--- src/rtl/wpss_ram.sv ---
// Generic single-write, single-read RAM with registered read data.
// No dependencies.
module wpss_ram #(
  parameter int WIDTH = 8,
  parameter int DEPTH = 16
) (
  input  logic                                     clk_i,
  input  logic                                     we_i,
  input  logic [((DEPTH > 1) ? $clog2(DEPTH) : 1)-1:0] waddr_i,
  input  logic [WIDTH-1:0]                         wdata_i,
  input  logic                                     re_i,
  input  logic [((DEPTH > 1) ? $clog2(DEPTH) : 1)-1:0] raddr_i,
  output logic [WIDTH-1:0]                         rdata_o
);

  logic [WIDTH-1:0] mem_q [DEPTH];

  always_ff @(posedge clk_i) begin
    if (we_i) begin
      mem_q[waddr_i] <= wdata_i;
    end
    if (re_i) begin
      rdata_o <= mem_q[raddr_i];
    end
  end

endmodule

--- config.mk ---
export PLATFORM = sky130hd
export DESIGN_NAME = wpss_ram
export DESIGN_NICKNAME = d
export VERILOG_FILES = /design/src/rtl/wpss_ram.sv
export SDC_FILE = /design/constraint.sdc
export NUM_CORES = 1
export LEC_CHECK = 0
export ABC_AREA = 1
export BUFFER_PORTS_ARGS = -buffer_cell sky130_fd_sc_hd__buf_2
export CORE_MARGIN = 1.5
export CORE_UTILIZATION = 25
export CTS_CLUSTER_SIZE = 40
export DETAILED_ROUTE_END_ITERATION = 7
export PLACE_DENSITY = 0.48
export RECOVER_POWER = 100
export REMOVE_ABC_BUFFERS = 1
export SYNTH_ARGS = -nofsm -noshare
export SYNTH_HDL_FRONTEND = slang
export SYNTH_SLANG_ARGS = --single-unit
--- constraint.sdc ---
create_clock -name clk_i -period 1.05 [get_ports clk_i]
set_input_delay 0.1575 -clock clk_i [delete_from_list [all_inputs] [get_ports clk_i]]
set_output_delay 0.1575 -clock clk_i [all_outputs]
set_load 0.01 [all_outputs]
# Yosys cells after proc, flatten, opt, wreduce, memory -nomap -nowiden
# Memory sizes are Yosys's and may differ from the RTL's. A register that Yosys moved wholly into a read port is not among the register bits.
# Cells that the tools add are included.
dict set report totals {
  reg_bits 0
  mem_bits_rw 128
  in_bits 19
  output_inout_bits 8
  mem_count 1
}
# name depth width read_ports rd_ports_with_merged_regs write_ports line
set mem_list {}
lappend mem_list {mem_q 16 8 1 1 1 16} ;# logic [WIDTH-1:0] mem_q [DEPTH];
dict set report classes {
  muxes 2
}
# cell n
set op_table {}
lappend op_table {{$mux W1} 2}

# Longest topological paths before layout
dict set report logic_depth {
  depth_word 2
  mapped_depth 8
}

# Worst setup path after synthesis
# No wires, ideal clock.
dict set report synth_timing {
  path_kind {input to register}
  from {input port waddr_i[3] in the netlist's numbering}
  to {memory mem_q[4][0] (enable)}
  setup_time_ns 0.370
  t_arrival_ns 0.738
  t_required_ns 0.680
  setup_slack_ns -0.058
  cell_stages 2
  cell_sequence {nand3b_1 > nor2_1}
}
# element line
set synth_rtl {}
lappend synth_rtl {{start: declaration} 9} ;# input logic [((DEPTH > 1) ? $clog2(DEPTH) : 1)-1:0] waddr_i,
lappend synth_rtl {{end: declaration} 16}
# No word-level cell before the write port.

# Worst setup path in the final report
dict set report layout_timing {
  from {register rdata_o[0] (read register of mem_q)}
  to {output port rdata_o[0]}
}
# element line
set layout_rtl {}
lappend layout_rtl {{start: declaration} 13} ;# output logic [WIDTH-1:0] rdata_o
# No word-level cell between the ends.

==> metrics.txt <==
grt ovf=0; row count=55; final worst path period need=1.18 ns; R2R Path End=rdata_o[6]; clock skew=0.00704 ns; Final period util=112%; post-layout util=32.4%; status=finished, violations left; Syn Inst Count=551; hold path start=raddr_i[3]; Slowest cell on crit path=edfxtp_1; initial antenna violation count=0; first-pass GRT wire length=23.3 mm; DR iter-0 viols=239; fraction of layout cells with a size suffix above 1=23.1%; worst-path maximum fanout=1; Max Clk Rate=847 MHz; CTS buffer count=17; Layout area overhead=26.3%; FF-to-FF path depth=6; Cell Pwr Density=1680 nW/um^2; Initial Utilization=25.7%; total leakage power=0.00308 uW; detail-routed net length per standard cell=16.3 um; critical path class=reg -> out; Seq cells post-synth=136; io pins=27; CP Launch Type=register; Syn Std Cell Area=5850 sq um; worst-path cell chain=buf_2; clk sinks=136; CTS Hold Buffers Added=0; GRT Total Usage=13.2%; slowest stage delay, CP=0.43 ns; Die Height=156 um; clk buf depth=2; die width=156 um; placed cells=895; final cell count without fillers=927; crit path buf inv count=1; H-tree Lvls=4; HP Class=in -> reg; Slew headroom=37.8%; RSZ-0062 raised after global routing=yes; Worst Setup Slack, final=-0.131 ns; WP depth=1; final WL=15.1 mm; Root Buffer=clkbuf_16; total die area=24300 sq um; Distinct cells, synth=11; Final #Nets=620; R2R setup slack=-0.01 ns; worst endpoint data arrival time=1.02 ns; setup TNS=-0.866 ns; reg2reg start=mem_q[7][6]; most frequent cells in the layout=nand2_1 (168), edfxtp_1 (136), inv_1 (100); via count=3926; Slew Limit Fails=0; Core ar.=22800 sq um; IO buf count=26; Final Hold Vio Count=0; sequential share of the synthesized area=69.8%; worst slew pin tran=0.933 ns; Crit path max-delay family=flip-flops; Post-Syn Area per Cell=10.6 sq um; clock slew at reported path FFs=0.06 ns; Ys Warns=0; ant diodes=0; CTS tree=done; RD Place Congestion=0.816; DRC=0; worst skew pair latency=0.42 ns; failing checks=setup timing; vias in the first global route=3983; Worst EP required=0.89 ns; largest net degree at the start of global routing=41; maximum vdd drop=0.000894 V; # Max-Cap Violations=0; critical path endpoint category=primary output; commonest non-fill, non-tap cell in the layout=nand2_1; DP HPWL=9.59 mm; TritonRoute pass-1 iters=4; worst hold stages=3; Min-Delay Endpoint=rdata_o[4]; Antenna Nets Post-Route=0; final setup fails=12; vias per cell=4.24
==> sequential cells by signal (all words and copies together) (netlist names) <==
register  cells
mem_q       128
rdata_o       8
==> cell families (layout without fill, tap and decap cells) <==
family / count (synthesis) / after routing / synth area share, %
buffers and inverters: 126 / 189 / 9.39
DFF: 136 / 136 / 69.8
and+or+nand+nor: 289 / 289 / 20.8
==> layer usage <==
metal,vias to the layer above,track usage (%),share of wire [%]
li1,1881,-,-
met1,1932,17.1,45
met2,89,21.0,47
met3,24,3.67,5.0
met4,0,5.44,2.2
met5,-,0,0
==> final cells by class <==
| cell class | count | area [sq um] |
|---|---|---|
| Clock buffer | 19 | 433 |
| Clock inverter | 13 | 87.6 |
| Fill cell | 2308 | 15400 |
| Inverter | 102 | 383 |
| Multi-Input combinational cell | 289 | 1580 |
| Sequential cell | 136 | 4080 |
| Tap cell | 313 | 392 |
| Timing Repair Buffer | 55 | 419 |
==> repair_timing <==
item	4_1_cts	5_1_grt
resized for setup	47	33
endpoints found under the hold margin	0	0
setup endpoints to repair	16	16
setup buffers	0	0
pin swaps	17	28
==> synth_stat cells <==
cell type | n | area [sq um]
buf_6 | 6 | 67.6
edfxtp_1 | 136 | 4080
inv_1 | 100 | 375
nand3b_1 | 2 | 15.0
nor2_1 | 17 | 63.8
buf_2 | 13 | 65.1
inv_2 | 2 | 7.51
buf_4 | 4 | 30.0
nand3_1 | 97 | 485
buf_1 | 1 | 3.75
nand2_1 | 173 | 649
==> worst max-delay path by stage <==
stage	slack, ns	from	end
after floorplan	-0.23	raddr_i[0]	rdata_o[2]
after global placement	-0.35	raddr_i[0]	rdata_o[2]
after detailed placement	-0.35	raddr_i[0]	rdata_o[2]
after CTS	-0.16	rdata_o[0]	rdata_o[0]
after global routing	-0.18	rdata_o[0]	rdata_o[0]
final	-0.13	rdata_o[0]	rdata_o[0]
==> power by group <==
part	internal (uW)	switching, uW	total, uW
Combinational	315	638	953
Clock	3170	2090	5260
Sequential	6120	45.7	6170
Total	9610	2770	12400
==> stage by stage <==
step / total power (uW) / setup WS, ns / hold WS [ns] / instance area [sq um]
after floorplan: 6600 / -0.228 / 0.256 / 5680
after global placement: 7100 / -0.347 / 0.531 / 6520
after detailed placement: 7110 / -0.350 / 0.534 / 6520
after CTS: 12500 / -0.163 / 0.0883 / 7280
after global routing: 12800 / -0.176 / 0.166 / 7380
final: 12400 / -0.131 / 0.175 / 7380
Power figures use the tool's default switching activity.
