### src/rtl/wpss_pkg.sv
// Package for the weighted parity subset search unit.
// Holds sizes, register indexes, FSM state type and shared structs; no dependencies.
package wpss_pkg;

  // Fixed sizes of the item fields
  localparam int FEAT_W    = 16;
  localparam int IDX_W     = 4;
  localparam int SIZE_W    = 2;
  localparam int MAG_OUT_W = 24;

  // Feature and degree limits
  localparam int FEATURES   = 16;
  localparam int MAX_DEGREE = 3;
  localparam int N_W        = $clog2(FEATURES + 1);

  // Defaults for top-level parameters
  localparam int EXAMPLES_DEF    = 256;
  localparam int WEIGHT_BITS_DEF = 16;

  // Configuration port
  localparam int FC_W       = 5;
  localparam int MD_W       = 2;
  localparam int CFG_DATA_W = 5;
  localparam int CFG_IDX_W  = 1;

  localparam logic [CFG_IDX_W-1:0] CFG_FEATURE_COUNT = 1'b0;
  localparam logic [CFG_IDX_W-1:0] CFG_MAX_DEGREE    = 1'b1;

  localparam logic [FC_W-1:0] FC_RESET = 5'd16;
  localparam logic [MD_W-1:0] MD_RESET = 2'd2;

  typedef enum logic [1:0] {
    ST_IDLE,
    ST_SUM,
    ST_CMP,
    ST_OUT
  } wpss_state_e;

  // One feature subset: size and up to three indices
  typedef struct packed {
    logic [SIZE_W-1:0] size;
    logic [IDX_W-1:0]  a;
    logic [IDX_W-1:0]  b;
    logic [IDX_W-1:0]  c;
  } wpss_subset_t;

  // Control of the shared accumulator
  typedef struct packed {
    logic new_search;  // forget the best so far
    logic clr;         // clear running sum
    logic add;         // fold in one term
    logic sub;         // term is negative
    logic judge;       // compare running sum with best
  } wpss_acc_ctrl_t;

endpackage

### src/rtl/wpss_subset.sv
// Subset enumerator: walks sizes 1..deg, each in lexicographic order.
// Depends on wpss_pkg.
module wpss_subset (
  input  logic                            clk_i,
  input  logic                            rst_ni,
  input  logic                            start_i,
  input  logic                            step_i,
  input  logic [wpss_pkg::N_W-1:0]        n_i,
  input  logic [wpss_pkg::SIZE_W-1:0]     deg_i,
  output wpss_pkg::wpss_subset_t          subset_o,
  output logic                            done_o
);

  wpss_pkg::wpss_subset_t sub_q, sub_d, nxt;
  logic                   nxt_none;
  logic [wpss_pkg::N_W-1:0] a5, b5, c5;
  logic                   ok2, ok3;

  assign a5 = wpss_pkg::N_W'(sub_q.a);
  assign b5 = wpss_pkg::N_W'(sub_q.b);
  assign c5 = wpss_pkg::N_W'(sub_q.c);

  // A size has subsets only if allowed by degree and enough features exist
  assign ok2 = (deg_i >= 2'd2) && (n_i >= wpss_pkg::N_W'(2));
  assign ok3 = (deg_i == 2'd3) && (n_i >= wpss_pkg::N_W'(3));

  always_comb begin
    nxt      = sub_q;
    nxt_none = 1'b0;
    unique case (sub_q.size)
      2'd1: begin
        if (a5 + wpss_pkg::N_W'(1) < n_i) begin
          nxt.a = sub_q.a + 1'b1;
        end else if (ok2) begin
          nxt = '{size: 2'd2, a: '0, b: wpss_pkg::IDX_W'(1), c: '0};
        end else begin
          nxt_none = 1'b1;
        end
      end
      2'd2: begin
        if (b5 + wpss_pkg::N_W'(1) < n_i) begin
          nxt.b = sub_q.b + 1'b1;
        end else if (a5 + wpss_pkg::N_W'(2) < n_i) begin
          nxt.a = sub_q.a + 1'b1;
          nxt.b = sub_q.a + wpss_pkg::IDX_W'(2);
        end else if (ok3) begin
          nxt = '{size: 2'd3, a: '0, b: wpss_pkg::IDX_W'(1), c: wpss_pkg::IDX_W'(2)};
        end else begin
          nxt_none = 1'b1;
        end
      end
      2'd3: begin
        if (c5 + wpss_pkg::N_W'(1) < n_i) begin
          nxt.c = sub_q.c + 1'b1;
        end else if (b5 + wpss_pkg::N_W'(2) < n_i) begin
          nxt.b = sub_q.b + 1'b1;
          nxt.c = sub_q.b + wpss_pkg::IDX_W'(2);
        end else if (a5 + wpss_pkg::N_W'(3) < n_i) begin
          nxt.a = sub_q.a + 1'b1;
          nxt.b = sub_q.a + wpss_pkg::IDX_W'(2);
          nxt.c = sub_q.a + wpss_pkg::IDX_W'(3);
        end else begin
          nxt_none = 1'b1;
        end
      end
      default: begin
        nxt_none = 1'b1;
      end
    endcase
  end

  always_comb begin
    sub_d = sub_q;
    if (start_i) begin
      sub_d = '{size: 2'd1, a: '0, b: '0, c: '0};
    end else if (step_i && !nxt_none) begin
      sub_d = nxt;
    end
  end

  always_ff @(posedge clk_i or negedge rst_ni) begin
    if (!rst_ni) begin
      sub_q <= '{size: 2'd1, a: '0, b: '0, c: '0};
    end else begin
      sub_q <= sub_d;
    end
  end

  assign subset_o = sub_q;
  assign done_o   = nxt_none;

endmodule

### config.mk
export PLATFORM = sky130hd
export DESIGN_NAME = wpss_subset
export DESIGN_NICKNAME = d
export VERILOG_FILES = /design/src/rtl/wpss_pkg.sv /design/src/rtl/wpss_subset.sv
export SDC_FILE = /design/constraint.sdc
export NUM_CORES = 1
export LEC_CHECK = 0
export ABC_AREA = 1
export BUFFER_PORTS_ARGS = -buffer_cell sky130_fd_sc_hd__buf_2
export CAP_MARGIN = 40
export CORE_ASPECT_RATIO = 0.75
export CORE_UTILIZATION = 42
export CTS_CLUSTER_DIAMETER = 120
export DETAILED_ROUTE_END_ITERATION = 8
export GPL_TIMING_DRIVEN = 0
export PLACE_DENSITY_LB_ADDON = 0.12
export SETUP_SLACK_MARGIN = 0.02
export SYNTH_ARGS = -nofsm -noshare
export SYNTH_HDL_FRONTEND = slang
export SYNTH_SLANG_ARGS = --single-unit
### constraint.sdc
create_clock -name clk_i -period 2.3 [get_ports clk_i]
set_input_delay 0.115 -clock clk_i [delete_from_list [all_inputs] [get_ports clk_i]]
set_output_delay 0.115 -clock clk_i [all_outputs]
set_load 0.05 [all_outputs]
-- Word-level counts from Yosys, hierarchy flattened
Index checks and enable logic that the tools add are counted.
- $add $sub $neg: 12
- $lt $le $gt $ge: 9
- equal/unequal tests: 17
- muxes and demuxes: 29
- reductions and logical operators: 11
- operators with widths (cell ; number):
    $mux 14 ; 4
    $pmux 12 s3 ; 1
    $mux 8 ; 4
    $lt 5x5->1 ; 6
    $mux 4 ; 6
    $ne 3x3->1 const B ; 8
    $reduce_and 8->1 ; 2
    $add 4x1->5 const B ; 3
    $add 4x2->5 const B ; 3
    $reduce_and 7->1 ; 2
    $add 4x1->4 const B ; 3
    $add 4x2->4 const B ; 3
    $mux 12 ; 1
    $ne 4x4->1 const B ; 3
    $ge 5x2->1 const B ; 2
    $ne 5x5->1 const B ; 2
    $mux 1 ; 8
    $eq 2x2->1 const B ; 3
    $mux 6 ; 1
    $mux 2 ; 2
    $pmux 2 s2 ; 1
    $reduce_bool 4->1 ; 1
    $logic_and 1x1->1 ; 3
    $pmux 1 s3 ; 1
    5 further kinds ; 5
- bits in registers: 14
- input bits: 11
- word-level logic and storage cells: 82

-- Logic depth before layout (Yosys ltp)
- depth after elaboration: 10
- depth in mapped cells: 20
- depth with buffers taken out: 20

-- Worst setup path after synthesis
No wires, ideal clock.
- path kind: reg2reg
- start point: register sub_q, in the netlist subset_o[10]
- end point: register sub_q, in the netlist subset_o[10]
- setup time: 0.120 ns
- arrival time: 2.682 ns
- required time: 2.180 ns
- slack: -0.503 ns
- stages on the path, launching flop included: 20
- path buffers: 0
- period minus slack after synthesis: 2.803 ns
- path through: dfrtp_1 -> ha_1 -> nor2_1 -> or2_2 -> nand2_1 -> o21ai_0 -> inv_1 -> ha_1 -> nand2_1 -> inv_1 -> nand4_1 -> nand3_1 -> nand2_1 -> nand2_1 -> nand2_1 -> nand3_2 -> nand2_4 -> nand3_1 -> nand2_1 -> nand2_1
- longest elaborated chain between the ends: 10
- elaborated cells on any way between the ends: 30
- RTL lines (item ; RTL line ; RTL):
    from (decl) ; wpss_subset.sv:14 ; wpss_pkg::wpss_subset_t sub_q, sub_d, nxt;
    from (signal assigned) ; wpss_subset.sv:83 ; sub_q <= '{size: 2'd1, a: '0, b: '0, c: '0};
    from (signal assigned) ; wpss_subset.sv:85 ; sub_q <= sub_d;
    $add 4x2->5 ; wpss_subset.sv:58 ; end else if (a5 + wpss_pkg::N_W'(3) < n_i) begin
    $lt 5x5->1 ; wpss_subset.sv:58 ;
    $mux 1 ; wpss_subset.sv:58 ;
    $mux 1 ; wpss_subset.sv:55 ; end else if (b5 + wpss_pkg::N_W'(2) < n_i) begin
    $mux 1 ; wpss_subset.sv:53 ; if (c5 + wpss_pkg::N_W'(1) < n_i) begin
    $pmux 1 s3 ; wpss_subset.sv:30 ; unique case (sub_q.size)
    $logic_not 1->1 ; wpss_subset.sv:76 ; end else if (step_i && !nxt_none) begin
    $logic_and 1x1->1 ; wpss_subset.sv:76 ;
    $reduce_bool 2->1 (no line) ; n/a ;
    $reduce_and 8->1 (no line) ; n/a ;
Several ways; a longest one is shown, not always the timed one. The select of a mux whose other input is x is not followed.
A chain may end at the register's enable or synchronous reset.

-- Final worst setup path
- start point: register sub_q, in the netlist subset_o[10]
- end point: register sub_q, in the netlist subset_o[12]
- longest elaborated chain between the ends: 10
- elaborated cells on any way between the ends: 19
- RTL lines (item ; RTL line):
    $add 4x2->5 ; wpss_subset.sv:58
    $lt 5x5->1 ; wpss_subset.sv:58
    $mux 1 ; wpss_subset.sv:58
    $mux 1 ; wpss_subset.sv:55
    $mux 1 ; wpss_subset.sv:53
    $pmux 1 s3 ; wpss_subset.sv:30
    $logic_not 1->1 ; wpss_subset.sv:76
    $logic_and 1x1->1 ; wpss_subset.sv:76
    $reduce_bool 2->1 (no line) ; n/a
    $reduce_and 7->1 (no line) * ; n/a
Every way passes the cells marked *; elsewhere a longest branch is shown, timed or not.

==> flow_summary.ini <==
[setup_path]
critPathArrivalTime_ns = 2.81
startpoint = subset_o[10]
end_kind = flip-flop
r2r_slack_ns = -0.32
cp-start-kind = flip-flop
timing.rr.start = subset_o[10]
crit_end = subset_o[12]
critical_path_required_ns = 2.49
path_max_fanout = 7
critical_path_class = reg -> reg
r2r_end = subset_o[12]
rr_worst_depth = 19

[timing]
finalCriticalPeriod_ns = 2.62
holdWs_ns = 0.292
timing.final.ws_setup_ns = -0.317
fin_setup_tns_ns = -4.17
finalSetupViolations = 15
worstMarginPinSlew_ns = 0.407
rsz0062_at_grt = yes
slew_viol_final = 0
max_freq_mhz = 382
slew_headroom_pct = 72.8
min_period_over_period_pct = 114
finalClockSkew_ns = 0.00336
hold_viol = 0

[floorplanning]
initial_utilization_pct = 44.4
rows = 21
die_x_um = 81.8
fp.coreArea_um2 = 4520
pin_count = 26
die-area_um2 = 5060
die_h_um = 61.9

[power]
p_sw_mw = 1.69
total_power_mw = 3.07
pwr-share-comb_pct = 76.3
peakVddDrop_v = 0.000552
swShare_pct = 55.1
p_leak_nw = 1.45
pwr-share-seq_pct = 15.4
clkPwrFrac_pct = 8.2
p_per_area_nw_per_um2 = 1180
p_int_mw = 1.38

[synthesis]
synth-edff-count = 0
synth_top_area_share_pct = 19.3
synthArstFlopShare_pct = 100
synth.avg_cell_area_um2 = 6.54
seq_area_frac_synth_pct = 17.5
synth.cell_area_um2 = 2010
ys_warn_count = 0
yosys.area.top_type = ha_1
ys_seq_elements = 14
synth_area_leaders = ha_1 (19%), nand2_1 (17%), dfrtp_1 (16%)
synthFlopType = dfrtp_1
synth.distinct_cells = 33
synthCells = 307
syn_nets = 349

[layout]
antenna_cells = 0
fill_cells = 425
seq_area_um2 = 360
nNetsFinal = 404
fin_cells = 418
synthToLayoutAreaGrowth_pct = 30.4
multi_input_area_um2 = 1590
drive_above_1_share_pct = 31.9
utilization_pct = 57.9
largest_reg_flops = 14
design_area_um2 = 2620

[placement]
gp_congestion = 0.901
port_buffers = 25
place_hpwl_um = 4180
dp.cells = 389
place_area_um2 = 2250
dp_worst_setup_slack_ns = -0.318

[grt]
grt_max_degree = 15
gr-total-overflow = 0
grt_antenna_before_repair = 0
grt_pass1_wl_um = 9400
track_usage_pct = 25.2
grt_pass1_vias = 1952

[min_path]
hold_path.class = in -> async

[clock_network]
cts_sinks = 14
htreeDepth = 1
clk_pin_slew_ns = 0.06
cts_made_buffers = 3
cts_root_buf = clkbuf_8
cts_buffer_depth = 2
cts_tree = yes
worstSkewPairLatency_ns = 0.25

[route]
drt_iter0_markers = 112
routed_via_density = 5.19
wl_per_cell_um = 14.4
via_count = 2168
ant_nets = 0
firstDrtPassIters = 4
drc = 0
drt-total-wl_um = 6020

[status]
violations = setup timing
status = finished, violations left

[flow_run]
cap_violations = 0
timing repair:
action                                 in CTS  in global routing
setup buffers                              19                  5
setup endpoints to repair                  15                 15
gates resized for setup                    17                 16
endpoints found under the hold margin      13                  0
hold buffers                                1                  0
cloned                                      1                  0
pin swaps                                  18                 23
how the worst min path moves through the flow:
stage	startpoint	endpoint	slack (ns)	cells after the start
2_1_floorplan	rst_ni	subset_o[0]	-0.18	0
3_3_place_gp	rst_ni	subset_o[7]	0.03	1
3_5_place_dp	rst_ni	subset_o[7]	0.04	1
4_1_cts	rst_ni	subset_o[7]	0.30	2
5_1_grt	rst_ni	subset_o[7]	0.35	2
6_report	rst_ni	subset_o[7]	0.29	2
critical path, cell delays in order, from the launching register on:
cell	delay, ns
dfrtp_4	0.51
ha_4	0.18
nand2_1	0.06
inv_1	0.04
or2_4	0.23
buf_4	0.14
inv_2	0.04
ha_1	0.21
nand2_1	0.07
nor2_1	0.05
nand2_2	0.08
nand3_4	0.12
nand2_4	0.11
nor2_2	0.05
nor2_4	0.08
nand3_2	0.08
nand2_4	0.16
buf_6	0.15
nand4_1	0.09
nand2_1	0.09
synth_stat cells, types with 2 or more instances:
cell,number
buf_6,2
clkinv_1,2
nor2_1,27
o21ai_0,19
xor2_1,5
nand2_1,91
inv_2,4
nand2_2,6
nor2_4,3
buf_2,2
nand3_2,2
ha_1,31
o211ai_1,3
nor2_2,3
o31ai_1,2
dfrtp_1,13
inv_1,34
nand2_4,2
nand3_1,19
nand4_1,10
o21ai_1,2
a21oi_1,14
routing by layer:
metal	vias to the layer above	share of wire [%]	global-route usage (%)
li1	1121	-	-
met4	0	1.2	7.52
met5	-	0	0
met1	973	46	33.6
met2	66	46	41.7
met3	8	6.4	4.96
area by class of cell:
cell class,count,share of cell area (%)
tap,57,2.73
inverter,41,6.07
sequential,14,13.8
clock buffer,4,2.10
multi-input combinational,248,60.9
timing repair buffer,50,13.1
buffer,4,1.34
power by group through the flow:
| stage | Combinational (mW) | Sequential (mW) | Clock (mW) |
|---|---|---|---|
| after floorplan | 1.14 | 0.736 | 0 |
| after global placement | 1.77 | 0.512 | 0 |
| after CTS | 2.16 | 0.475 | 0.257 |
| after detailed placement | 1.79 | 0.515 | 0 |
| final | 2.35 | 0.475 | 0.252 |
| after global routing | 2.59 | 0.489 | 0.269 |
cell usage in the layout (no fill, tap or decap), drive strengths merged, types with 5 or more instances in the layout:
cell,instances
a21oi,14
buf,52
clkbuf,5
dfrtp,13
ha,31
inv,38
nand2,99
nand3,22
nand4,10
nor2,33
o21ai,22
xor2,5
logic make-up after synthesis:
family	share of synthesized area, %
AO/OA/AOI/OAI	12.2
XOR/XNOR	2.62
adder cells (fa/ha/maj)	19.3
buffers and inverters	9.54
flip-flops	17.5
AND/OR/NAND/NOR	38.8
Note: power is estimated with default switching activity, not from simulation.
