## src/rtl/wpss_pkg.sv

```systemverilog
// Package for the weighted parity subset search unit.
// Holds sizes, register indexes, FSM state type and shared structs; no dependencies.
package wpss_pkg;

  // Fixed sizes of the item fields
  localparam int FEAT_W    = 16;
  localparam int IDX_W     = 4;
  localparam int SIZE_W    = 2;
  localparam int MAG_OUT_W = 24;

  // Feature and degree limits
  localparam int FEATURES   = 16;
  localparam int MAX_DEGREE = 3;
  localparam int N_W        = $clog2(FEATURES + 1);

  // Defaults for top-level parameters
  localparam int EXAMPLES_DEF    = 256;
  localparam int WEIGHT_BITS_DEF = 16;

  // Configuration port
  localparam int FC_W       = 5;
  localparam int MD_W       = 2;
  localparam int CFG_DATA_W = 5;
  localparam int CFG_IDX_W  = 1;

  localparam logic [CFG_IDX_W-1:0] CFG_FEATURE_COUNT = 1'b0;
  localparam logic [CFG_IDX_W-1:0] CFG_MAX_DEGREE    = 1'b1;

  localparam logic [FC_W-1:0] FC_RESET = 5'd16;
  localparam logic [MD_W-1:0] MD_RESET = 2'd2;

  typedef enum logic [1:0] {
    ST_IDLE,
    ST_SUM,
    ST_CMP,
    ST_OUT
  } wpss_state_e;

  // One feature subset: size and up to three indices
  typedef struct packed {
    logic [SIZE_W-1:0] size;
    logic [IDX_W-1:0]  a;
    logic [IDX_W-1:0]  b;
    logic [IDX_W-1:0]  c;
  } wpss_subset_t;

  // Control of the shared accumulator
  typedef struct packed {
    logic new_search;  // forget the best so far
    logic clr;         // clear running sum
    logic add;         // fold in one term
    logic sub;         // term is negative
    logic judge;       // compare running sum with best
  } wpss_acc_ctrl_t;

endpackage

```

## src/rtl/wpss_accum.sv

```systemverilog
// Shared add/subtract accumulator with best-magnitude tracking.
// Depends on wpss_pkg.
module wpss_accum #(
  parameter int WEIGHT_BITS = wpss_pkg::WEIGHT_BITS_DEF,
  parameter int MAG_W       = 24
) (
  input  logic                   clk_i,
  input  logic                   rst_ni,
  input  wpss_pkg::wpss_acc_ctrl_t ctrl_i,
  input  logic [WEIGHT_BITS-1:0] weight_i,
  output logic                   take_o,
  output logic [MAG_W-1:0]       best_o
);

  localparam int ACC_W = MAG_W + 1;

  logic signed [ACC_W-1:0] acc_q, acc_d, term;
  logic        [MAG_W-1:0] best_q, best_d, mag;
  logic                    have_q, have_d;

  assign term = ctrl_i.sub ? -$signed(ACC_W'(weight_i)) : $signed(ACC_W'(weight_i));

  always_comb begin
    acc_d = acc_q;
    if (ctrl_i.clr) begin
      acc_d = '0;
    end else if (ctrl_i.add) begin
      acc_d = acc_q + term;
    end
  end

  // Magnitude fits MAG_W bits by construction
  assign mag    = acc_q[ACC_W-1] ? MAG_W'(-acc_q) : MAG_W'(acc_q);
  assign take_o = ctrl_i.judge && (!have_q || (mag > best_q));

  always_comb begin
    best_d = best_q;
    have_d = have_q;
    if (ctrl_i.new_search) begin
      best_d = '0;
      have_d = 1'b0;
    end else if (take_o) begin
      best_d = mag;
      have_d = 1'b1;
    end
  end

  always_ff @(posedge clk_i or negedge rst_ni) begin
    if (!rst_ni) begin
      acc_q  <= '0;
      best_q <= '0;
      have_q <= 1'b0;
    end else begin
      acc_q  <= acc_d;
      best_q <= best_d;
      have_q <= have_d;
    end
  end

  assign best_o = best_q;

endmodule

```

## config.mk

```make
export PLATFORM = sky130hd
export DESIGN_NAME = wpss_accum
export DESIGN_NICKNAME = d
export VERILOG_FILES = /design/src/rtl/wpss_pkg.sv /design/src/rtl/wpss_accum.sv
export SDC_FILE = /design/constraint.sdc
export NUM_CORES = 1
export LEC_CHECK = 0
export BUFFER_PORTS_ARGS = -buffer_cell sky130_fd_sc_hd__clkbuf_2
export CORE_ASPECT_RATIO = 1.2
export CORE_UTILIZATION = 55
export DETAILED_ROUTE_END_ITERATION = 12
export MAX_ROUTING_LAYER = met4
export PLACE_DENSITY = 0.78
export SYNTH_ARGS = -nofsm -noshare
export SYNTH_HDL_FRONTEND = slang
export SYNTH_SLANG_ARGS = --single-unit
```

## constraint.sdc

```tcl
create_clock -name clk_i -period 4.3 [get_ports clk_i]
set_input_delay 0.43 -clock clk_i [delete_from_list [all_inputs] [get_ports clk_i]]
set_output_delay 0.43 -clock clk_i [all_outputs]
set_load 0.01 [all_outputs]
```

After elaboration in Yosys (flattened, before gate mapping)
Cells that the tools add are included.
Storage, ports and cells
  register bits: 50
Operators by class
  add/subtract/negate cells: 3
  reductions and logical operators: 5
  order comparisons: 1
  multiplexer cells: 8
Operator list (count)
  25-bit 2-to-1 mux: 3
  24-bit 2-to-1 mux: 3
  25-bit adder: 1
  16-bit negation with 25-bit output: 1
  24-bit > comparator: 1
  24-bit negation: 1
  2-bit nonzero test: 2
  1-bit 2-to-1 mux: 2
  1-bit logical AND: 1
  1-bit logical NOT: 1
  1-bit logical OR: 1

Logic depth before layout (Yosys ltp)
Gate-level depths: netlist of the first run.
  word-level depth: 7
  mapped depth: 17
  gate-level depth less buffers: 15

Worst setup path after synthesis of the first run
Ideal clock, no wire load.
  path kind: register -> register
  from: register acc_q[14]
  to: register best_q[10], in the netlist best_o[10]
  cell stages (with the launch flop): 15
  arrival time: 3845 ps
  data required time: 4168 ps
  path slack: 323 ps
  cells stage by stage: dfrtp_1 or4_4 or3_1 or3_4 o31ai_1 xnor2_1 ha_1 nand4_1 nor4_1 o31a_1 o211a_1 clkbuf_1 buf_2 mux2i_1 nor2_1
Between the ends
  cells in the longest elaborated chain, start to end: 6
RTL lines
  start, declared: line wpss_accum.sv:17  | logic signed [ACC_W-1:0] acc_q, acc_d, term;
  start signal, assigned: line wpss_accum.sv:50  | acc_q <= '0;
  start signal, assigned: line wpss_accum.sv:54  | acc_q <= acc_d;
  24-bit negation: line wpss_accum.sv:33  | assign mag = acc_q[ACC_W-1] ? MAG_W'(-acc_q) : MAG_W'(acc_q);
  24-bit 2-to-1 mux (*): line wpss_accum.sv:33
  24-bit > comparator (*): line wpss_accum.sv:34  | assign take_o = ctrl_i.judge && (!have_q || (mag > best_q));
  1-bit logical OR (*): line wpss_accum.sv:34
  1-bit logical AND (*): line wpss_accum.sv:34
  2-bit nonzero test (no line) (*)
  end signal, assigned: line wpss_accum.sv:55  | best_q <= best_d;
  end, declared: line wpss_accum.sv:18  | logic [MAG_W-1:0] best_q, best_d, mag;
Every way passes the cells marked *; elsewhere a longest branch is shown, timed or not.
A chain may end at the register's enable or synchronous reset.

Worst setup path after layout of the first run
  from: register acc_q[16]
  to: output port take_o
Between the ends
  cells in the longest elaborated chain, start to end: 5
RTL lines
  24-bit negation: line wpss_accum.sv:33
  24-bit 2-to-1 mux (*): line wpss_accum.sv:33
  24-bit > comparator (*): line wpss_accum.sv:34
  1-bit logical OR (*): line wpss_accum.sv:34
  1-bit logical AND (*): line wpss_accum.sv:34
  end, declared: line wpss_accum.sv:11  | output logic take_o,
Marked as above.

==> impl_metrics.json, run 1 <==
{
  "chain_of_cells_forming_the_critical_path": "or4_4, or3_4, or3_4, o41ai_4, xnor2_2, ha_1, nand4_1, nor3_1, a22oi_2, o2111ai_2, o211a_4, clkbuf_2",
  "synth_top_area_cell": "sky130_fd_sc_hd__dfrtp_1",
  "final_min_period_over_clock_period_pct": 102,
  "numPortBuffers": 47,
  "post_dp_cell_area_mm2": 0.00505,
  "initial_antenna_violation_count": 0,
  "synth.area.top_cells": "sky130_fd_sc_hd__dfrtp_1 27%, sky130_fd_sc_hd__ha_1 13%, sky130_fd_sc_hd__xnor2_1 8.4%, sky130_fd_sc_hd__mux2i_1 6.0%, sky130_fd_sc_hd__nor2_1 3.7%",
  "critical_path.slowest_cell": "sky130_fd_sc_hd__or4_4",
  "grt_util_all_layers_pct": 26.8,
  "grt_first_pass_wirelength_um": 18500,
  "place_congestion": 0.979,
  "die_width_um": 86.5,
  "detail_route.vias_per_cell": 6.00,
  "hold_buffers": 0,
  "routed_wirelength_um": 11300,
  "max_cap_violations": 0,
  "synth_top_area_share_pct": 26.6,
  "worst-slew-pin-transition_ns": 0.838,
  "remaining_drc_errors": 0,
  "critical-path-top-delay-family": "simple AND/OR/NAND/NOR gates",
  "clock-sinks": 50,
  "slew_violations": 0,
  "antenna_violating_nets_remaining": 0,
  "synthesis.area_per_instance_um2": 8.59,
  "finalNonFillerCells": 707,
  "first_global_vias": 3953,
  "final_layout_size_suffix_gt1_share_pct": 16.2,
  "post_route_design_area_mm2": 0.00529,
  "clock_tree.buffer_depth": 2,
  "synth.ff_latch_count": 50,
  "seq_area_mm2": 0.00126,
  "worst_clock_skew_ns": 0.00733,
  "worst-path-buf-inv": 1,
  "post_synth_num_cell_types": 60,
  "clk_root_buffer_cell": "sky130_fd_sc_hd__clkbuf_8",
  "diodes": 0,
  "cts.reportedPaths.clkPinSlew_ns": 0.09,
  "reg2reg_slack_ns": 0.12,
  "boundaryPins": 48,
  "power_per_cell_area_mw_per_mm2": 449,
  "ys_top_cells_by_count": "50 x sky130_fd_sc_hd__dfrtp_1, 50 x sky130_fd_sc_hd__ha_1, 46 x sky130_fd_sc_hd__nor2_1",
  "wl_per_cell_um": 15.9,
  "effective_utilization_at_floorplan_pct": 57.4,
  "detailed_place_hpwl_um": 8770,
  "p_leak_nw": 2.47,
  "clock.fmax_ghz": 0.229,
  "htree_levels": 2,
  "numCtsBuffers": 5,
  "drt_first_iter_violations": 143,
  "critPathCaptureType": "output port",
  "timing.critical_path.from_type": "flip-flop",
  "regToRegStartpoint": "acc_q[16]$_DFFE_PN0P_",
  "finalSetupViolCount": 1,
  "via_count": 4242,
  "cp_slowest_stage_delay_ns": 0.56,
  "globalRoute.totalOverflow": 0,
  "ir_worst_vdd_mv": 0.163,
  "detail_route.first_pass.iterations": 4,
  "placementRows": 36,
  "yosys_warnings": 0,
  "synth.cell_area_mm2": 0.00471,
  "violations": "negative setup slack",
  "critPathKind": "reg2out",
  "async_reset_ff_share_pct": 100,
  "full_die_area_mm2": 0.00894,
  "reg2reg_to": "best_o[20]$_DFFE_PN0P_",
  "tritoncts": "yes",
  "slew_headroom_pct": 44.1,
  "synth-main-ff-cell": "sky130_fd_sc_hd__dfrtp_1",
  "worst_ep_arrival_time_ns": 3.94,
  "post_synth_inst_count": 548,
  "grt_start_max_net_pins": 51,
  "hold_viol": 0,
  "worst_path_most_repeated_cell": "sky130_fd_sc_hd__or3_4",
  "numPlacedInstances": 690,
  "final_nets": 667,
  "core_area_mm2": 0.00820,
  "status": "complete, but fails checks",
  "count_of_fill_cells_added_during_filler_insertion": 724,
  "worst_setup_slack_post_dpl_ns": -0.0107,
  "worst_hold_path_type": "in2async",
  "post-route-worst-setup-slack_ns": -0.0682,
  "grt_setup_unrepaired": "true",
  "synthesis.nets": 622,
  "worst_skew_pair.late_latency_ns": 0.31,
  "ff2ff_path_depth": 15,
  "multi_input_comb_area_mm2": 0.00329,
  "crit_required_ns": 3.87,
  "period_minus_slack_ns": 4.37,
  "synth_enable_flop_cells": 0,
  "synthesis_to_finish_area_growth_pct": 12.4,
  "chip_height_um": 103,
  "timing.critical_path.fanout_max": 4,
  "seq_area_frac_synth_pct": 26.6
}
==> registers in the layout, indices dropped and copies added, names as in the netlist <==
register and flops:
acc_q 25, best_o 24, have_q 1
==> layout by cell type (no fill, tap or decap), drive strengths merged, types with 5 or more instances in the layout <==
cell / Yosys / final
clkbuf: 18 / 52
ha: 50 / 50
dfrtp: 50 / 50
nor2: 46 / 46
xnor2: 45 / 45
inv: 38 / 38
nand2: 34 / 34
a21oi: 33 / 33
mux2i: 28 / 28
o21ai: 26 / 26
o31ai: 21 / 21
buf: 8 / 17
a21o: 16 / 16
nand3: 15 / 15
nand4: 11 / 11
or3: 11 / 11
xor2: 7 / 7
nand2b: 7 / 7
a22o: 6 / 6
o41ai: 6 / 6
nor2b: 5 / 5
nand3b: 5 / 5
o21a: 5 / 5
nor3: 5 / 5
or4: 5 / 5
==> cell families after synthesis <==
| logic type | share of synthesized area, % |
|---|---|
| compound gates | 22.3 |
| xor+xnor | 9.67 |
| fa+ha+maj | 13.7 |
| buf+inv | 5.21 |
| flops | 26.6 |
| mux | 6.19 |
| simple gates | 16.4 |
==> timing repair <==
item,4_1_cts,5_1_grt
pin swaps,2,4
buffers inserted,0,10
resized for setup,9,11
setup endpoints to repair,7,1
==> report_power, final <==
group | leakage (nW) | total [mW] | internal [mW] | switching (mW)
sequential | 0.664 | 0.677 | 0.556 | 0.121
clock | 0.0438 | 0.262 | 0.109 | 0.153
combinational | 1.76 | 1.44 | 0.640 | 0.796
total | 2.47 | 2.38 | 1.31 | 1.07
==> how the worst max path moves through the flow <==
stage,startpoint,end,cells past startpoint
final,acc_q[16]$_DFFE_PN0P_,take_o,12
after global routing,acc_q[16]$_DFFE_PN0P_,take_o,12
after CTS,acc_q[16]$_DFFE_PN0P_,take_o,12
after detailed placement,acc_q[10]$_DFFE_PN0P_,best_o[0]$_DFFE_PN0P_,13
after global placement,acc_q[10]$_DFFE_PN0P_,best_o[1]$_DFFE_PN0P_,13
after floorplan,acc_q[14]$_DFFE_PN0P_,best_o[10]$_DFFE_PN0P_,14
==> area by class of cell <==
| cell class | instances | area share [%] |
|---|---|---|
| multi-input combinational | 434 | 62.2 |
| sequential | 50 | 23.8 |
| timing repair buffer | 64 | 7.09 |
| inverter | 38 | 2.70 |
| tap | 114 | 2.70 |
| clock buffer | 5 | 1.30 |
| clock inverter | 2 | 0.189 |
==> per-layer routing <==
layer / share of wire, % / global-route usage [%] / up-vias
met5: 0 / - / -
met4: 2.7 / 9.10 / 0
met3: 3.3 / 2.38 / 22
met2: 50 / 46.5 / 107
met1: 44 / 32.9 / 2028
li1: - / - / 2085
==> stage by stage <==
step                      utilization, %  power, mW  hold slack, ns  setup TNS [ns]
final                               64.6       2.38           0.219         -0.0682
after CTS                           63.0       2.28           0.241               0
after global placement              61.6       1.95           0.525               0
after detailed placement            61.6       1.99           0.547         -0.0116
after global routing                64.6       2.58           0.277           -1.36
after floorplan                        -       1.65           0.134               0
Note: power is estimated with default switching activity, not from simulation.
==> run 2: changes to the inputs <==
--- a/config.mk
+++ b/config.mk
@@ -8,9 +8,11 @@
 export BUFFER_PORTS_ARGS = -buffer_cell sky130_fd_sc_hd__clkbuf_2
 export CORE_ASPECT_RATIO = 1.2
 export CORE_UTILIZATION = 55
+export CTS_BUF_LIST = sky130_fd_sc_hd__clkbuf_16
 export DETAILED_ROUTE_END_ITERATION = 12
 export MAX_ROUTING_LAYER = met4
 export PLACE_DENSITY = 0.78
+export SETUP_SLACK_MARGIN = 0.5
 export SYNTH_ARGS = -nofsm -noshare
 export SYNTH_HDL_FRONTEND = slang
 export SYNTH_SLANG_ARGS = --single-unit
==> impl_metrics.json, run 2 (synthesized netlist as in run 1, its figures left out) <==
{
  "clock-sinks": 50,
  "max_cap_violations": 0,
  "cp_slowest_stage_delay_ns": 0.56,
  "effective_utilization_at_floorplan_pct": 57.4,
  "cell_count_along_the_critical_path": 12,
  "numPortBuffers": 47,
  "critical_path.slowest_cell": "sky130_fd_sc_hd__or4_4",
  "worst_hold_path_type": "in2async",
  "first_global_vias": 4062,
  "placementRows": 36,
  "worst_ep_arrival_time_ns": 3.81,
  "timing.critical_path.fanout_max": 4,
  "grt_start_max_net_pins": 51,
  "synthesis_to_finish_area_growth_pct": 19.4,
  "largest_reg_flops": 25,
  "power_per_cell_area_mw_per_mm2": 466,
  "finalNonFillerCells": 712,
  "timing.critical_path.from_type": "flip-flop",
  "status": "completed",
  "worst-path-buf-inv": 1,
  "clock.fmax_ghz": 0.236,
  "final.setup.tns_ns": 0,
  "tritoncts": "yes",
  "hold_buffers": 0,
  "registers.top_by_ff_count": "acc_q",
  "clk_root_buffer_cell": "sky130_fd_sc_hd__clkbuf_16",
  "slew_violations": 0,
  "full_die_area_mm2": 0.00894,
  "period_minus_slack_ns": 4.24,
  "grt_util_all_layers_pct": 27.0,
  "clock_tree.buffer_depth": 2,
  "boundaryPins": 48,
  "chip_height_um": 103,
  "diodes": 0,
  "critical-path-top-delay-family": "simple AND/OR/NAND/NOR gates",
  "worst_skew_pair.late_latency_ns": 0.29,
  "chain_of_cells_forming_the_critical_path": "or4_4, or3_4, or3_4, o21ai_0, xnor2_1, ha_1, nand4_1, nor2_1, a22oi_1, o2111ai_1, o211a_1, clkbuf_2",
  "remaining_drc_errors": 0,
  "grt_first_pass_wirelength_um": 18500,
  "final_min_period_over_clock_period_pct": 98.6,
  "p_leak_nw": 2.58,
  "numCtsBuffers": 5,
  "cts.reportedPaths.clkPinSlew_ns": 0.07,
  "detailed_place_hpwl_um": 8760,
  "core_area_mm2": 0.00820,
  "htree_levels": 2,
  "place_congestion": 0.914,
  "antenna_violating_nets_remaining": 0,
  "via_count": 4290,
  "crit_required_ns": 3.87,
  "drt_first_iter_violations": 127,
  "grt_setup_unrepaired": "true",
  "initial_antenna_violation_count": 0,
  "finalSetupViolCount": 0,
  "die_width_um": 86.5,
  "final_layout_size_suffix_gt1_share_pct": 21.9,
  "worst_path_most_repeated_cell": "sky130_fd_sc_hd__or3_4",
  "ff2ff_path_depth": 16,
  "critPathCaptureType": "output port",
  "layout_common_cells": "47 x sky130_fd_sc_hd__ha_1, 47 x sky130_fd_sc_hd__clkbuf_2, 45 x sky130_fd_sc_hd__nor2_1",
  "count_of_fill_cells_added_during_filler_insertion": 663,
  "worst_clock_skew_ns": 0.00714,
  "numPlacedInstances": 691,
  "routed_wirelength_um": 11600,
  "wl_per_cell_um": 16.3,
  "detail_route.vias_per_cell": 6.03,
  "ir_worst_vdd_mv": 0.197,
  "detail_route.first_pass.iterations": 6,
  "critPathKind": "reg2out",
  "globalRoute.totalOverflow": 0,
  "slew_headroom_pct": 57.5,
  "final_nets": 671,
  "hold_viol": 0,
  "worst-slew-pin-transition_ns": 0.638
}
==> run 2: cell types whose count changed in the layout (fill, tap and decap cells not counted), sizes merged <==
cell      delta
clkbuf       +2
clkinvlp     +1
buf          +2
==> run 2: timing repair <==
item,4_1_cts,5_1_grt
buffers inserted,8,2
setup endpoints to repair,26,30
gates cloned,1,2
pin swaps,4,4
gates resized for setup,20,42
==> run 2: metrics by stage <==
step / worst slack (ns) / instance area, µm² / hold slack, ns / util, % / power, mW
2_1_floorplan: 0.540 / 4720 / 0.134 / - / 1.66
3_3_place_gp: 0.256 / 5060 / 0.528 / 61.8 / 1.96
3_5_place_dp: 0.136 / 5060 / 0.540 / 61.8 / 2.00
4_1_cts: 0.173 / 5370 / 0.264 / 65.5 / 2.47
5_1_grt: -0.0854 / 5620 / 0.303 / 68.6 / 2.81
6_report: 0.0589 / 5620 / 0.232 / 68.6 / 2.62
==> run 2: metal layers <==
metal  share of wire (%)  GRT usage [%]  up-vias
met5                   0              -        -
met1                  44           30.9     2044
met2                  50           48.4      118
li1                    -              -     2094
met3                 3.2           3.41       34
met4                 3.2           10.4        0
==> run 2: cell type report <==
class                           count  area [µm²]  area share (%)
Inverter                           38         143            2.54
Multi-Input combinational cell    434        3450            61.5
Tap cell                          114         143            2.54
Sequential cell                    50        1260            22.4
Clock buffer                        5         125            2.23
Timing Repair Buffer               68         480            8.55
Clock inverter                      3        16.3           0.289
==> run 2: final timing paths <==
path,startpoint,end,slack [ns]
min,rst_ni,best_o[3]$_DFFE_PN0P_,0.23
min reg2reg,best_o[5]$_DFFE_PN0P_,best_o[5]$_DFFE_PN0P_,0.55
max,acc_q[16]$_DFFE_PN0P_,take_o,0.06
min in group clk_i,ctrl_i[0],have_q$_DFFE_PN0P_,0.40
max reg2reg,acc_q[16]$_DFFE_PN0P_,best_o[17]$_DFFE_PN0P_,0.09
max in group asynchronous,rst_ni,acc_q[16]$_DFFE_PN0P_,3.61
==> run 2: power by group <==
part           switching (mW)  total, mW  internal [mW]
Combinational           0.855       1.56          0.707
Clock                   0.172      0.385          0.213
Sequential              0.114      0.671          0.557
Total                    1.14       2.62           1.48
==> run 3: changes to the inputs <==
==> constraint.sdc (replaced) <==
create_clock -name clk_i -period 4.3 [get_ports clk_i]
set_input_delay 0.86 -clock clk_i [delete_from_list [all_inputs] [get_ports clk_i]]
set_output_delay 0.86 -clock clk_i [all_outputs]
set_load 0.01 [all_outputs]
==> impl_metrics.json, run 3 (synthesized netlist as in run 1, its figures left out) <==
{
  "status": "complete, but fails checks",
  "violations": "negative setup slack",
  "numCtsBuffers": 5,
  "largest_reg_flops": 25,
  "worst-path-buf-inv": 1,
  "full_die_area_mm2": 0.00894,
  "worst_ep_arrival_time_ns": 3.78,
  "grt_first_pass_wirelength_um": 19800,
  "min_delay_path_depth": 2,
  "first_global_vias": 4179,
  "worst-slew-pin-transition_ns": 0.704,
  "final_min_period_over_clock_period_pct": 108,
  "effective_utilization_at_floorplan_pct": 57.4,
  "critPathCaptureType": "output port",
  "slew_violations": 0,
  "timing.critical_path.from_type": "flip-flop",
  "layout_commonest_cell": "sky130_fd_sc_hd__buf_4",
  "clock-sinks": 50,
  "place_congestion": 0.901,
  "seq_area_mm2": 0.00125,
  "remaining_drc_errors": 0,
  "grt_start_max_net_pins": 51,
  "grt_setup_unrepaired": "true",
  "finalSetupViolCount": 1,
  "cp_slowest_stage_delay_ns": 0.49,
  "boundaryPins": 48,
  "p_leak_nw": 2.83,
  "ir_worst_vdd_mv": 0.223,
  "antenna_violating_nets_remaining": 0,
  "placementRows": 36,
  "grt_util_all_layers_pct": 29.3,
  "final_layout_size_suffix_gt1_share_pct": 30.9,
  "power.total_mw": 2.92,
  "final_nets": 710,
  "die_width_um": 86.5,
  "multi_input_comb_area_mm2": 0.00370,
  "hold_path_startpoint": "best_o[8]$_DFFE_PN0P_",
  "numPlacedInstances": 719,
  "worst_clock_skew_ns": 0.00371,
  "regToRegStartpoint": "acc_q[10]$_DFFE_PN0P_",
  "met2_usage_pct": 50.7,
  "timing.critical_path.fanout_max": 6,
  "worst_hold_path_type": "reg2reg",
  "detailed_place_hpwl_um": 9260,
  "critical_path.slowest_cell": "sky130_fd_sc_hd__or4_4",
  "reg2reg_to": "best_o[10]$_DFFE_PN0P_",
  "power_per_cell_area_mw_per_mm2": 474,
  "grtUsageMet1_pct": 34.4,
  "initial_antenna_violation_count": 0,
  "detail_route.vias_per_cell": 5.96,
  "gr-usage-met3_pct": 3.02,
  "critPathKind": "reg2out",
  "hold_viol": 0,
  "clk_root_buffer_cell": "sky130_fd_sc_hd__clkbuf_16",
  "diodes": 0,
  "detail_route.first_pass.iterations": 4,
  "drt_first_iter_violations": 162,
  "wl_per_cell_um": 17.5,
  "finalNonFillerCells": 751,
  "routed_wirelength_um": 13100,
  "hold_path_end": "best_o[8]$_DFFE_PN0P_",
  "worst_skew_pair.late_latency_ns": 0.30,
  "max_cap_violations": 0,
  "synthesis_to_finish_area_growth_pct": 30.9,
  "post-route-worst-setup-slack_ns": -0.343,
  "period_minus_slack_ns": 4.64,
  "ff2ff_path_depth": 14,
  "numPortBuffers": 47,
  "post_route_design_area_mm2": 0.00617,
  "critical-path-top-delay-family": "simple AND/OR/NAND/NOR gates",
  "count_of_fill_cells_added_during_filler_insertion": 599,
  "finish.utilization_pct": 75.2,
  "globalRoute.totalOverflow": 0,
  "registers.top_by_ff_count": "acc_q",
  "crit_required_ns": 3.44,
  "clock.fmax_ghz": 0.215,
  "grt_most_used_layer": "met2",
  "clock_tree.buffer_depth": 2,
  "core_area_mm2": 0.00820,
  "slew_headroom_pct": 53.1,
  "chip_height_um": 103,
  "post_dp_cell_area_mm2": 0.00529,
  "chain_of_cells_forming_the_critical_path": "nor4_2, or3b_4, or4_4, o41ai_4, xnor2_2, ha_1, nand4_1, nor4_2, o31a_1, o211a_1, clkbuf_2",
  "worst_setup_slack_post_dpl_ns": -0.0473,
  "tritoncts": "yes",
  "via_count": 4479,
  "layout_common_cells": "55 x sky130_fd_sc_hd__buf_4, 50 x sky130_fd_sc_hd__dfrtp_1, 44 x sky130_fd_sc_hd__nor2_1, 44 x sky130_fd_sc_hd__clkbuf_2",
  "htree_levels": 2,
  "cts.reportedPaths.clkPinSlew_ns": 0.06,
  "reg2reg_slack_ns": 0.22,
  "worst_path_most_repeated_cell": "sky130_fd_sc_hd__nor4_2"
}
## run 3: changes by cell type in the layout (fill, tap and decap cells not counted), sizes merged
cell,delta
clkinvlp,-1
bufinv,+1
clkbuf,-4
buf,+43
## run 3: metal layers
metal,up-vias,share of wire (%)
met5,-,0
met3,35,3.3
met2,120,51
met1,2144,42
met4,0,3.3
li1,2180,-
## run 3: through the flow
| stage | hold WS [ns] | TNS [ns] |
|---|---|---|
| floorplan | 0.478 | 0 |
| global placement | 0.529 | 0 |
| detailed placement | 0.540 | -0.0840 |
| CTS | 0.556 | -0.148 |
| global route | 0.580 | -0.470 |
| finish | 0.552 | -0.343 |
## run 3: where the power goes
part | switching [mW] | internal (mW) | total [mW]
Clock | 0.173 | 0.272 | 0.445
Sequential | 0.0939 | 0.554 | 0.648
Combinational | 0.980 | 0.848 | 1.83
## run 3: layout make-up
class                      instances  share of cell area (%)
timing repair buffer             107                    12.3
sequential                        50                    20.3
clock inverter                     3                   0.649
multi-input combinational        434                    60.0
inverter                          38                    2.44
tap                              114                    2.31
clock buffer                       5                    2.03
## run 3: worst max path at each step
stage | start | end | slack, ns | cells after the start
after floorplan | acc_q[10]$_DFFE_PN0P_ | take_o | 0.11 | 14
after global placement | weight_i[0] | acc_q[22]$_DFFE_PN0P_ | 0.07 | 14
after detailed placement | weight_i[0] | acc_q[24]$_DFFE_PN0P_ | -0.05 | 15
after CTS | acc_q[16]$_DFFE_PN0P_ | take_o | -0.15 | 12
after global routing | acc_q[10]$_DFFE_PN0P_ | take_o | -0.47 | 11
final | acc_q[10]$_DFFE_PN0P_ | take_o | -0.34 | 11
## run 3: repair_timing
item,CTS,global route
setup endpoints to repair,34,36
resized for setup,27,89
setup buffers,7,15
cloned,0,2
hold buffers,0,0
pin swaps,7,30
## run 3: worst reg2reg max path, stage by stage (launching register included)
cell and delay (ns):
sky130_fd_sc_hd__dfrtp_1 0.38, sky130_fd_sc_hd__nor4_2 0.32, sky130_fd_sc_hd__or3b_4 0.42, sky130_fd_sc_hd__or4_4 0.49
sky130_fd_sc_hd__o41ai_4 0.34, sky130_fd_sc_hd__xnor2_2 0.13, sky130_fd_sc_hd__ha_1 0.33, sky130_fd_sc_hd__nand4_1 0.19
sky130_fd_sc_hd__nor4_2 0.32, sky130_fd_sc_hd__o31a_1 0.22, sky130_fd_sc_hd__o211a_1 0.19, sky130_fd_sc_hd__buf_4 0.14
sky130_fd_sc_hd__buf_12 0.16, sky130_fd_sc_hd__mux2i_1 0.25, sky130_fd_sc_hd__nor2_1 0.06
